--- config.mk ---
export PLATFORM = sky130hd
export DESIGN_NAME = color_threshold_centroid
export DESIGN_NICKNAME = d
export VERILOG_FILES = /design/src/rtl/core/ctc_pkg.sv /design/src/rtl/core/ctc_ctrl.sv /design/src/rtl/core/ctc_dpath.sv /design/src/rtl/core/color_threshold_centroid.sv
export SDC_FILE = /design/constraint.sdc
export NUM_CORES = 1
export LEC_CHECK = 0
export BUFFER_PORTS_ARGS = -buffer_cell sky130_fd_sc_hd__buf_2
export CAP_MARGIN = 10
export CELL_PAD_IN_SITES_DETAIL_PLACEMENT = 0
export CELL_PAD_IN_SITES_GLOBAL_PLACEMENT = 2
export CORE_MARGIN = 4
export CORE_UTILIZATION = 35
export CTS_BUF_LIST = sky130_fd_sc_hd__clkbuf_8
export DETAILED_ROUTE_END_ITERATION = 8
export PLACE_DENSITY_LB_ADDON = 0.08
export SKIP_LAST_GASP = 1
export SLEW_MARGIN = 20
export SYNTH_ARGS = -nofsm -noshare
export SYNTH_HDL_FRONTEND = slang
export SYNTH_SLANG_ARGS = --single-unit
--- constraint.sdc ---
create_clock -name clk -period 4.4 [get_ports clk]
set_input_delay 0.66 -clock clk [delete_from_list [all_inputs] [get_ports clk]]
set_output_delay 0.66 -clock clk [all_outputs]
set_load 0.01 [all_outputs]
--- src/rtl/core/ctc_pkg.sv ---
package ctc_pkg;

  localparam int unsigned COORD_BITS_DEF = 12;
  localparam int unsigned COUNT_BITS_DEF = 16;

  localparam int unsigned CHAN_W     = 8;
  localparam int unsigned CFG_IDX_W  = 3;
  localparam int unsigned CFG_DATA_W = 16;
  localparam int unsigned MIN_HITS_W = 16;

  typedef enum logic [CFG_IDX_W-1:0] {
    REG_CH0_LOW  = 3'd0,
    REG_CH0_HIGH = 3'd1,
    REG_CH1_LOW  = 3'd2,
    REG_CH1_HIGH = 3'd3,
    REG_CH2_LOW  = 3'd4,
    REG_CH2_HIGH = 3'd5,
    REG_MIN_HITS = 3'd6
  } cfg_reg_t;

  localparam logic [CHAN_W-1:0]     CH0_LOW_RST  = 8'd20;
  localparam logic [CHAN_W-1:0]     CH0_HIGH_RST = 8'd38;
  localparam logic [CHAN_W-1:0]     CH1_LOW_RST  = 8'd170;
  localparam logic [CHAN_W-1:0]     CH1_HIGH_RST = 8'd210;
  localparam logic [CHAN_W-1:0]     CH2_LOW_RST  = 8'd90;
  localparam logic [CHAN_W-1:0]     CH2_HIGH_RST = 8'd200;
  localparam logic [MIN_HITS_W-1:0] MIN_HITS_RST = 16'd20;

  // one-hot controller states
  typedef enum logic [2:0] {
    ST_ACC  = 3'b001,
    ST_DIV  = 3'b010,
    ST_DONE = 3'b100
  } ctc_state_t;

  typedef struct packed {
    logic pix_take;  // pixel beat accepted this cycle
    logic div_load;  // end of frame: seed divider, clear sums
    logic div_step;  // one quotient bit of both divisions
    logic out_load;  // capture result into output register
  } ctc_cmd_t;

endpackage

--- src/rtl/core/ctc_ctrl.sv ---
module ctc_ctrl
  import ctc_pkg::*;
#(
  parameter int unsigned COORD_BITS = COORD_BITS_DEF
) (
  input  logic     clk,
  input  logic     rst_n,
  input  logic     in_valid,
  input  logic     in_end_of_frame,
  output logic     in_ready,
  input  logic     out_ready,
  output logic     out_valid,
  output ctc_cmd_t cmd
);

  localparam int unsigned STEP_W = $clog2(COORD_BITS);
  localparam logic [STEP_W-1:0] STEP_LAST = STEP_W'(COORD_BITS - 1);

  ctc_state_t        state_r, state_nxt;
  logic [STEP_W-1:0] step_r, step_nxt;
  logic              out_valid_r, out_valid_nxt;

  always_comb begin
    state_nxt     = state_r;
    step_nxt      = step_r;
    cmd           = '0;
    in_ready      = 1'b0;
    out_valid_nxt = out_valid_r && !out_ready;
    unique case (state_r)
      ST_ACC: begin
        in_ready     = 1'b1;
        cmd.pix_take = in_valid;
        if (in_valid && in_end_of_frame) begin
          cmd.div_load = 1'b1;
          step_nxt     = '0;
          state_nxt    = ST_DIV;
        end
      end
      ST_DIV: begin
        cmd.div_step = 1'b1;
        step_nxt     = step_r + 1'b1;
        if (step_r == STEP_LAST) begin
          state_nxt = ST_DONE;
        end
      end
      ST_DONE: begin
        // hold until the output register is free or being drained
        if (!out_valid_r || out_ready) begin
          cmd.out_load  = 1'b1;
          out_valid_nxt = 1'b1;
          state_nxt     = ST_ACC;
        end
      end
      default: begin
        state_nxt = ST_ACC;
      end
    endcase
  end

  always_ff @(posedge clk) begin
    if (!rst_n) begin
      state_r     <= ST_ACC;
      step_r      <= '0;
      out_valid_r <= 1'b0;
    end else begin
      state_r     <= state_nxt;
      step_r      <= step_nxt;
      out_valid_r <= out_valid_nxt;
    end
  end

  assign out_valid = out_valid_r;

endmodule

--- src/rtl/core/ctc_dpath.sv ---
module ctc_dpath
  import ctc_pkg::*;
#(
  parameter int unsigned COORD_BITS = COORD_BITS_DEF,
  parameter int unsigned COUNT_BITS = COUNT_BITS_DEF
) (
  input  logic                  clk,
  input  logic                  rst_n,
  input  ctc_cmd_t              cmd,
  input  logic                  cfg_we,
  input  logic [CFG_IDX_W-1:0]  cfg_index,
  input  logic [CFG_DATA_W-1:0] cfg_data,
  input  logic [CHAN_W-1:0]     in_chan_hue,
  input  logic [CHAN_W-1:0]     in_chan_sat,
  input  logic [CHAN_W-1:0]     in_chan_val,
  input  logic [COORD_BITS-1:0] in_x_pos,
  input  logic [COORD_BITS-1:0] in_y_pos,
  output logic [COORD_BITS-1:0] out_centroid_x,
  output logic [COORD_BITS-1:0] out_centroid_y,
  output logic                  out_target_found,
  output logic [COUNT_BITS-1:0] out_hits_in_frame
);

  localparam int unsigned ACC_W = COORD_BITS + COUNT_BITS;
  localparam int unsigned CMP_W = (COUNT_BITS > MIN_HITS_W) ? COUNT_BITS : MIN_HITS_W;

  logic [CHAN_W-1:0]     ch0_low_r, ch0_high_r, ch1_low_r, ch1_high_r, ch2_low_r, ch2_high_r;
  logic [MIN_HITS_W-1:0] min_hits_r;

  logic [ACC_W-1:0]      x_acc_r, y_acc_r, x_acc_nxt, y_acc_nxt, x_sum, y_sum;
  logic [COUNT_BITS-1:0] tally_r, tally_nxt, tally_sum;
  logic                  hit, can_add;

  logic [COUNT_BITS-1:0] rem_x_r, rem_y_r, div_r;
  logic [COORD_BITS-1:0] quo_x_r, quo_y_r;
  logic [COUNT_BITS:0]   sh_x, sh_y;
  logic [COUNT_BITS+1:0] diff_x, diff_y;
  logic                  ge_x, ge_y, found;

  // configuration
  always_ff @(posedge clk) begin
    if (!rst_n) begin
      ch0_low_r  <= CH0_LOW_RST;
      ch0_high_r <= CH0_HIGH_RST;
      ch1_low_r  <= CH1_LOW_RST;
      ch1_high_r <= CH1_HIGH_RST;
      ch2_low_r  <= CH2_LOW_RST;
      ch2_high_r <= CH2_HIGH_RST;
      min_hits_r <= MIN_HITS_RST;
    end else if (cfg_we) begin
      unique case (cfg_reg_t'(cfg_index))
        REG_CH0_LOW:  ch0_low_r  <= cfg_data[CHAN_W-1:0];
        REG_CH0_HIGH: ch0_high_r <= cfg_data[CHAN_W-1:0];
        REG_CH1_LOW:  ch1_low_r  <= cfg_data[CHAN_W-1:0];
        REG_CH1_HIGH: ch1_high_r <= cfg_data[CHAN_W-1:0];
        REG_CH2_LOW:  ch2_low_r  <= cfg_data[CHAN_W-1:0];
        REG_CH2_HIGH: ch2_high_r <= cfg_data[CHAN_W-1:0];
        REG_MIN_HITS: min_hits_r <= cfg_data[MIN_HITS_W-1:0];
        default: ;
      endcase
    end
  end

  // pixel classification and accumulation
  assign hit = (in_chan_hue > ch0_low_r) && (in_chan_hue < ch0_high_r) &&
               (in_chan_sat > ch1_low_r) && (in_chan_sat < ch1_high_r) &&
               (in_chan_val > ch2_low_r) && (in_chan_val < ch2_high_r);

  // drop hits once the count is saturated
  assign can_add   = hit && (tally_r != {COUNT_BITS{1'b1}});
  assign x_sum     = can_add ? x_acc_r + ACC_W'(in_x_pos) : x_acc_r;
  assign y_sum     = can_add ? y_acc_r + ACC_W'(in_y_pos) : y_acc_r;
  assign tally_sum = can_add ? tally_r + 1'b1 : tally_r;

  always_comb begin
    x_acc_nxt = x_acc_r;
    y_acc_nxt = y_acc_r;
    tally_nxt = tally_r;
    if (cmd.div_load) begin
      x_acc_nxt = '0;
      y_acc_nxt = '0;
      tally_nxt = '0;
    end else if (cmd.pix_take) begin
      x_acc_nxt = x_sum;
      y_acc_nxt = y_sum;
      tally_nxt = tally_sum;
    end
  end

  always_ff @(posedge clk) begin
    if (!rst_n) begin
      x_acc_r <= '0;
      y_acc_r <= '0;
      tally_r <= '0;
    end else begin
      x_acc_r <= x_acc_nxt;
      y_acc_r <= y_acc_nxt;
      tally_r <= tally_nxt;
    end
  end

  // restoring divider, both axes share the divisor; the mean fits in
  // COORD_BITS, so the upper sum bits seed the remainder directly
  assign sh_x   = {rem_x_r, quo_x_r[COORD_BITS-1]};
  assign sh_y   = {rem_y_r, quo_y_r[COORD_BITS-1]};
  assign diff_x = {1'b0, sh_x} - {2'b00, div_r};
  assign diff_y = {1'b0, sh_y} - {2'b00, div_r};
  assign ge_x   = !diff_x[COUNT_BITS+1];
  assign ge_y   = !diff_y[COUNT_BITS+1];

  always_ff @(posedge clk) begin
    if (cmd.div_load) begin
      rem_x_r <= x_sum[ACC_W-1:COORD_BITS];
      quo_x_r <= x_sum[COORD_BITS-1:0];
      rem_y_r <= y_sum[ACC_W-1:COORD_BITS];
      quo_y_r <= y_sum[COORD_BITS-1:0];
      div_r   <= tally_sum;
    end else if (cmd.div_step) begin
      rem_x_r <= ge_x ? diff_x[COUNT_BITS-1:0] : sh_x[COUNT_BITS-1:0];
      rem_y_r <= ge_y ? diff_y[COUNT_BITS-1:0] : sh_y[COUNT_BITS-1:0];
      quo_x_r <= {quo_x_r[COORD_BITS-2:0], ge_x};
      quo_y_r <= {quo_y_r[COORD_BITS-2:0], ge_y};
    end
  end

  // result register
  assign found = CMP_W'(div_r) > CMP_W'(min_hits_r);

  always_ff @(posedge clk) begin
    if (cmd.out_load) begin
      out_centroid_x    <= found ? quo_x_r : '0;
      out_centroid_y    <= found ? quo_y_r : '0;
      out_target_found  <= found;
      out_hits_in_frame <= div_r;
    end
  end

endmodule

--- src/rtl/core/color_threshold_centroid.sv ---
// Color threshold centroid.
// Input channel (in_valid/in_ready): one sampled pixel per beat, three channel
// bytes, column, row and an end-of-frame mark. Pixels inside all three open
// bounds are hits; their coordinates are summed and counted per frame.
// Output channel (out_valid/out_ready): one beat per frame, produced by the
// pixel carrying end_of_frame: mean column and row (0 when not found), the
// found flag (count above min_hits) and the saturating hit count.
// Config channel (cfg_valid/cfg_ready): always ready, index selects the bound
// or min_hits register; unknown indexes are ignored. Write only when idle.
// Throughput: one pixel per cycle inside a frame. After the end-of-frame beat
// the input stalls while a shared restoring divider produces one quotient bit
// per cycle for both axes; the block then loads the result into the output
// register, which raises out_valid.
// If the previous result has not been taken, the block holds in its final
// step until the output register frees, then resumes taking pixels.
// Reset: bounds and min_hits return to their defaults, sums and count clear,
// no result pending.
module color_threshold_centroid
  import ctc_pkg::*;
#(
  parameter int unsigned COORD_BITS = COORD_BITS_DEF,
  parameter int unsigned COUNT_BITS = COUNT_BITS_DEF
) (
  input  logic                  clk,
  input  logic                  rst_n,
  input  logic                  in_valid,
  output logic                  in_ready,
  input  logic [CHAN_W-1:0]     in_chan_hue,
  input  logic [CHAN_W-1:0]     in_chan_sat,
  input  logic [CHAN_W-1:0]     in_chan_val,
  input  logic [COORD_BITS-1:0] in_x_pos,
  input  logic [COORD_BITS-1:0] in_y_pos,
  input  logic                  in_end_of_frame,
  output logic                  out_valid,
  input  logic                  out_ready,
  output logic [COORD_BITS-1:0] out_centroid_x,
  output logic [COORD_BITS-1:0] out_centroid_y,
  output logic                  out_target_found,
  output logic [COUNT_BITS-1:0] out_hits_in_frame,
  input  logic                  cfg_valid,
  output logic                  cfg_ready,
  input  logic [CFG_IDX_W-1:0]  cfg_index,
  input  logic [CFG_DATA_W-1:0] cfg_data
);

  ctc_cmd_t cmd;

  assign cfg_ready = 1'b1;

  ctc_ctrl #(
    .COORD_BITS (COORD_BITS)
  ) u_ctrl (
    .clk             (clk),
    .rst_n           (rst_n),
    .in_valid        (in_valid),
    .in_end_of_frame (in_end_of_frame),
    .in_ready        (in_ready),
    .out_ready       (out_ready),
    .out_valid       (out_valid),
    .cmd             (cmd)
  );

  ctc_dpath #(
    .COORD_BITS (COORD_BITS),
    .COUNT_BITS (COUNT_BITS)
  ) u_dpath (
    .clk               (clk),
    .rst_n             (rst_n),
    .cmd               (cmd),
    .cfg_we            (cfg_valid),
    .cfg_index         (cfg_index),
    .cfg_data          (cfg_data),
    .in_chan_hue       (in_chan_hue),
    .in_chan_sat       (in_chan_sat),
    .in_chan_val       (in_chan_val),
    .in_x_pos          (in_x_pos),
    .in_y_pos          (in_y_pos),
    .out_centroid_x    (out_centroid_x),
    .out_centroid_y    (out_centroid_y),
    .out_target_found  (out_target_found),
    .out_hits_in_frame (out_hits_in_frame)
  );

endmodule
==> flow_summary.yaml <==
detailed_routing:
  drt_pass1_iterations: 5
  route.vias.total: 12098
  drt_wl_total_um: 44000
  wire_per_inst_um: 18.23
  detail_route.drc_violations: 0
  post_drt_via_cell_ratio: 5.012
  drt-initial-drc-count: 651
  antenna_violating_nets_post_route: 0
global_routing:
  grt_start_max_net_pins: 72
  grt_pass1_wl_um: 69030
  grt_overflow: 0
  antenna_found_initial: 1
  grt_pass1_vias: 12038
  total_routing_resource_utilization_after_global_routing_pct: 18.38
final_layout:
  final_cell_mix: "224 x sky130_fd_sc_hd__nand2_1, 144 x sky130_fd_sc_hd__dfxtp_1, 123 x sky130_fd_sc_hd__nor2_1"
  synthToLayoutAreaGrowth_pct: 14.32
  most_common_library_cell_in_the_layout_ignoring_fill_and_taps: "sky130_fd_sc_hd__nand2_1"
  layout_cells_sized_above_1_pct: 15.21
  finalNetCount: 1984
placed_design:
  place_hpwl_um: 31440
  place.gp.congestion: 0.8363
  detailedPlace.worstSlack_ns: 0.8050
  buffer_ports.inserted: 115
timing:
  timing.fmax_mhz: 293.2
  rsz0062_at_grt: "no"
  finalMaxSlewViolations: 0
  totalNegativeSetupSlack_ns: 0
  post-route-period-util_pct: 77.53
  max-slew-margin-rel_pct: 35.28
  setup-violations-final: 0
  fin_worst_skew_ns: 0.03420
  post-route-min-period_ns: 3.411
  hold_violations: 0
  fin_ws_ns: 0.9888
  timing_worst_slew_pin_value_ns: 0.9673
die:
  fp-row-count: 76
  dieWidth_um: 218.0
  vertical_die_dimension_um: 218.0
  placeableCoreArea_um2: 43360
  boundaryPins: 117
  effective_utilization_at_floorplan_pct: 35.58
  design.die.area_um2: 47510
yosys:
  most_used_flip_flop_cell_after_synthesis: "sky130_fd_sc_hd__dfxtp_1"
  netlist-cell-type-count: 86
  synth-warning-count: 0
  synthesis.nets: 1856
  synth_edf_count: 113
  synth.area.top_cells: "sky130_fd_sc_hd__edfxtp_1 22%, sky130_fd_sc_hd__dfxtp_1 19%, sky130_fd_sc_hd__ha_1 9.6%, sky130_fd_sc_hd__nand2_1 5.5%, sky130_fd_sc_hd__xnor2_1 3.9%"
  netlist_instances: 1660
  synth.cell_area_um2: 15430
  yosysTopAreaCell: "sky130_fd_sc_hd__edfxtp_1"
  sequential_fraction_of_the_synthesis_area_pct: 40.67
  number_of_storage_elements_in_the_synthesis_netlist: 257
  syn_avg_cell_area_um2: 9.295
  netlist.area_leader.share_pct: 21.99
  async_flop_share_pct: 0
cts:
  cts_hold_buf: 0
  cts_post_setup_buffers_inserted: 0
  cts.htree.levels: 2
  clock_buffer_depth: 3
  clkSlewWorstSetupHoldPaths_ns: 0.06
  tritoncts_num_sinks: 257
  cts_resized: 0
  tritoncts.num_buffers: 51
  cts_root_buffer: "sky130_fd_sc_hd__clkbuf_8"
  insertion_delay_ns: 0.63
  tritoncts: "built"
power_and_ir_drop:
  cellLeakagePower_nw: 6.880
  vdd_ir_drop_max_uv: 214.8
  power_density_nw_per_um2: 330.4
critical_path:
  reg2regPathDepth: 11
  cpPeakStageDelay_ns: 0.45
  cp_cell_sequence: "inv_1 > ha_1 > o21a_1 > o31a_1 > o221a_2 > nor4b_2 > o31ai_2 > a21boi_2 > buf_4 > mux2_1 > mux2i_1"
  arrival_ns: 3.87
  r2r_setup_slack_ns: 0.99
  critical_path.reg2reg.endpoint: "u_dpath.rem_x_r[1]"
  startpoint_kind_of_the_worst_setup_timing_path: "flop"
  path_buf_inv: 2
  critical_path.top_delay_family: "compound AO/OA/AOI/OAI gates"
  endpoint_kind: "flop"
  required_ns: 4.86
  worstReg2RegStart: "u_dpath.div_r[2]"
  timing.critical_path.fanout_max: 15
  setup.worst_path.class: "reg2reg"
  crit_slowest_cell: "sky130_fd_sc_hd__edfxtp_1"
hold_path:
  hold_path_end: "u_dpath.min_hits_r[13]"
  hold_path_stages: 3
  worstHoldPathType: "in2reg"
  hold_path_startpoint: "cfg_data[13]"
run:
  max_cap_viol_count: 0
outcome:
  outcome: "finished clean"
## worst reg2reg max path: stages, from the launching register on
cell                       delay [ns]
sky130_fd_sc_hd__edfxtp_1        0.45
sky130_fd_sc_hd__inv_1           0.13
sky130_fd_sc_hd__ha_1            0.36
sky130_fd_sc_hd__o21a_1          0.18
sky130_fd_sc_hd__o31a_1          0.15
sky130_fd_sc_hd__o221a_2         0.29
sky130_fd_sc_hd__nor4b_2         0.37
sky130_fd_sc_hd__o31ai_2         0.15
sky130_fd_sc_hd__a21boi_2        0.37
sky130_fd_sc_hd__buf_4           0.35
sky130_fd_sc_hd__mux2_1          0.36
sky130_fd_sc_hd__mux2i_1         0.13
## cells in the mapped netlist (all sizes together) (4+ instances only)
master and number:
o211ai 30, o31ai 6, a21oi 94, clkbuf 38
a31oi 8, nand2b 11, edfxtp 113, o311ai 5
o21a 23, or2 4, xor2 52, mux2 9
nand4 36, a22oi 5, a21o 14, a211oi 10
xnor2 68, inv 101, dfxtp 144, a21boi 46
o21ai 60, ha 119, nand3 41, a31o 4
mux2i 47, or3 14, and2 31, nor4 18
nor2 125, nor3 31, fa 4, buf 32
o31a 5, nand2 228, and3 21, nor2b 15
o21bai 10
## worst max-delay path by stage
stage | from | endpoint | slack, ns | depth (start not counted)
floorplan | out_ready | u_dpath.out_centroid_x[0] | 0.35 | 2
global placement | in_chan_val[1] | u_dpath.quo_x_r[0] | 0.83 | 11
detailed placement | in_chan_val[1] | u_dpath.quo_x_r[0] | 0.81 | 11
CTS | u_dpath.div_r[2] | u_dpath.rem_x_r[1] | 0.91 | 11
global route | u_dpath.div_r[2] | u_dpath.rem_x_r[1] | 0.66 | 11
finish | u_dpath.div_r[2] | u_dpath.rem_x_r[1] | 0.99 | 11
## routing by layer
layer / routed length [um] / vias to the layer above / share of wire [%] / global-route usage, %
li1: - / 6139 / - / -
met1: 21870 / 5708 / 50 / 26.23
met2: 19530 / 185 / 44 / 28.71
met3: 1512 / 66 / 3.4 / 2.731
met4: 1084 / 0 / 2.5 / 5.856
met5: 0 / - / 0 / 0
## report_power, final
group,total [mW],leakage [nW],internal (mW),switching (mW)
Combinational,0.822,4.10,0.330,0.491
Clock,2.38,0.581,1.27,1.10
Sequential,2.63,2.20,2.58,0.0436
## area by class of cell
type / instances / area, um2
diodes: 1 / 2.502
repair buffers: 145 / 813.3
multi-input cells: 1232 / 8454
fillers: 4464 / 25720
flip-flops and latches: 257 / 6276
clock buffers: 59 / 812.0
inverters: 101 / 379.1
clock inverters: 34 / 170.2
well taps: 585 / 732.0
## state kept, by name, summed over array words and instances, names as in the netlist, 12 cells and up
register and flops:
u_dpath.tally_r 16, u_dpath.x_acc_r 28, u_dpath.quo_y_r 12, u_dpath.y_acc_r 28, u_dpath.div_r 16, u_dpath.quo_x_r 12
u_dpath.rem_x_r 16, u_dpath.rem_y_r 16, u_dpath.out_centroid_x 12, u_dpath.out_centroid_y 12, u_dpath.out_hits_in_frame 16, u_dpath.min_hits_r 16
## stage by stage
| stage | cell area, um2 | utilization (%) | hold slack [ns] | instances | power, mW |
|---|---|---|---|---|---|
| floorplan | 15430 | - | 0.4381 | 1660 | 3.243 |
| global placement | 16650 | 38.40 | 0.4537 | 2320 | 3.503 |
| detailed placement | 16650 | 38.40 | 0.4587 | 2320 | 3.505 |
| CTS | 17630 | 40.66 | 0.2538 | 2413 | 5.950 |
| global route | 17640 | 40.68 | 0.3035 | 2414 | 6.154 |
| finish | 17640 | 40.68 | 0.3070 | 2414 | 5.827 |
## kinds of logic after synthesis
family                   Yosys count  synth area share [%]
flip-flops                       257                 40.67
XOR/XNOR                         120                 6.812
adder cells (fa/ha/maj)          123                 10.17
multiplexers                      56                 3.706
AO/OA/AOI/OAI                    341                 14.77
buffers and inverters            171                 4.679
other                              1               0.02430
AND/OR/NAND/NOR                  591                 19.16
No activity file was read; power rests on OpenSTA's default activity.
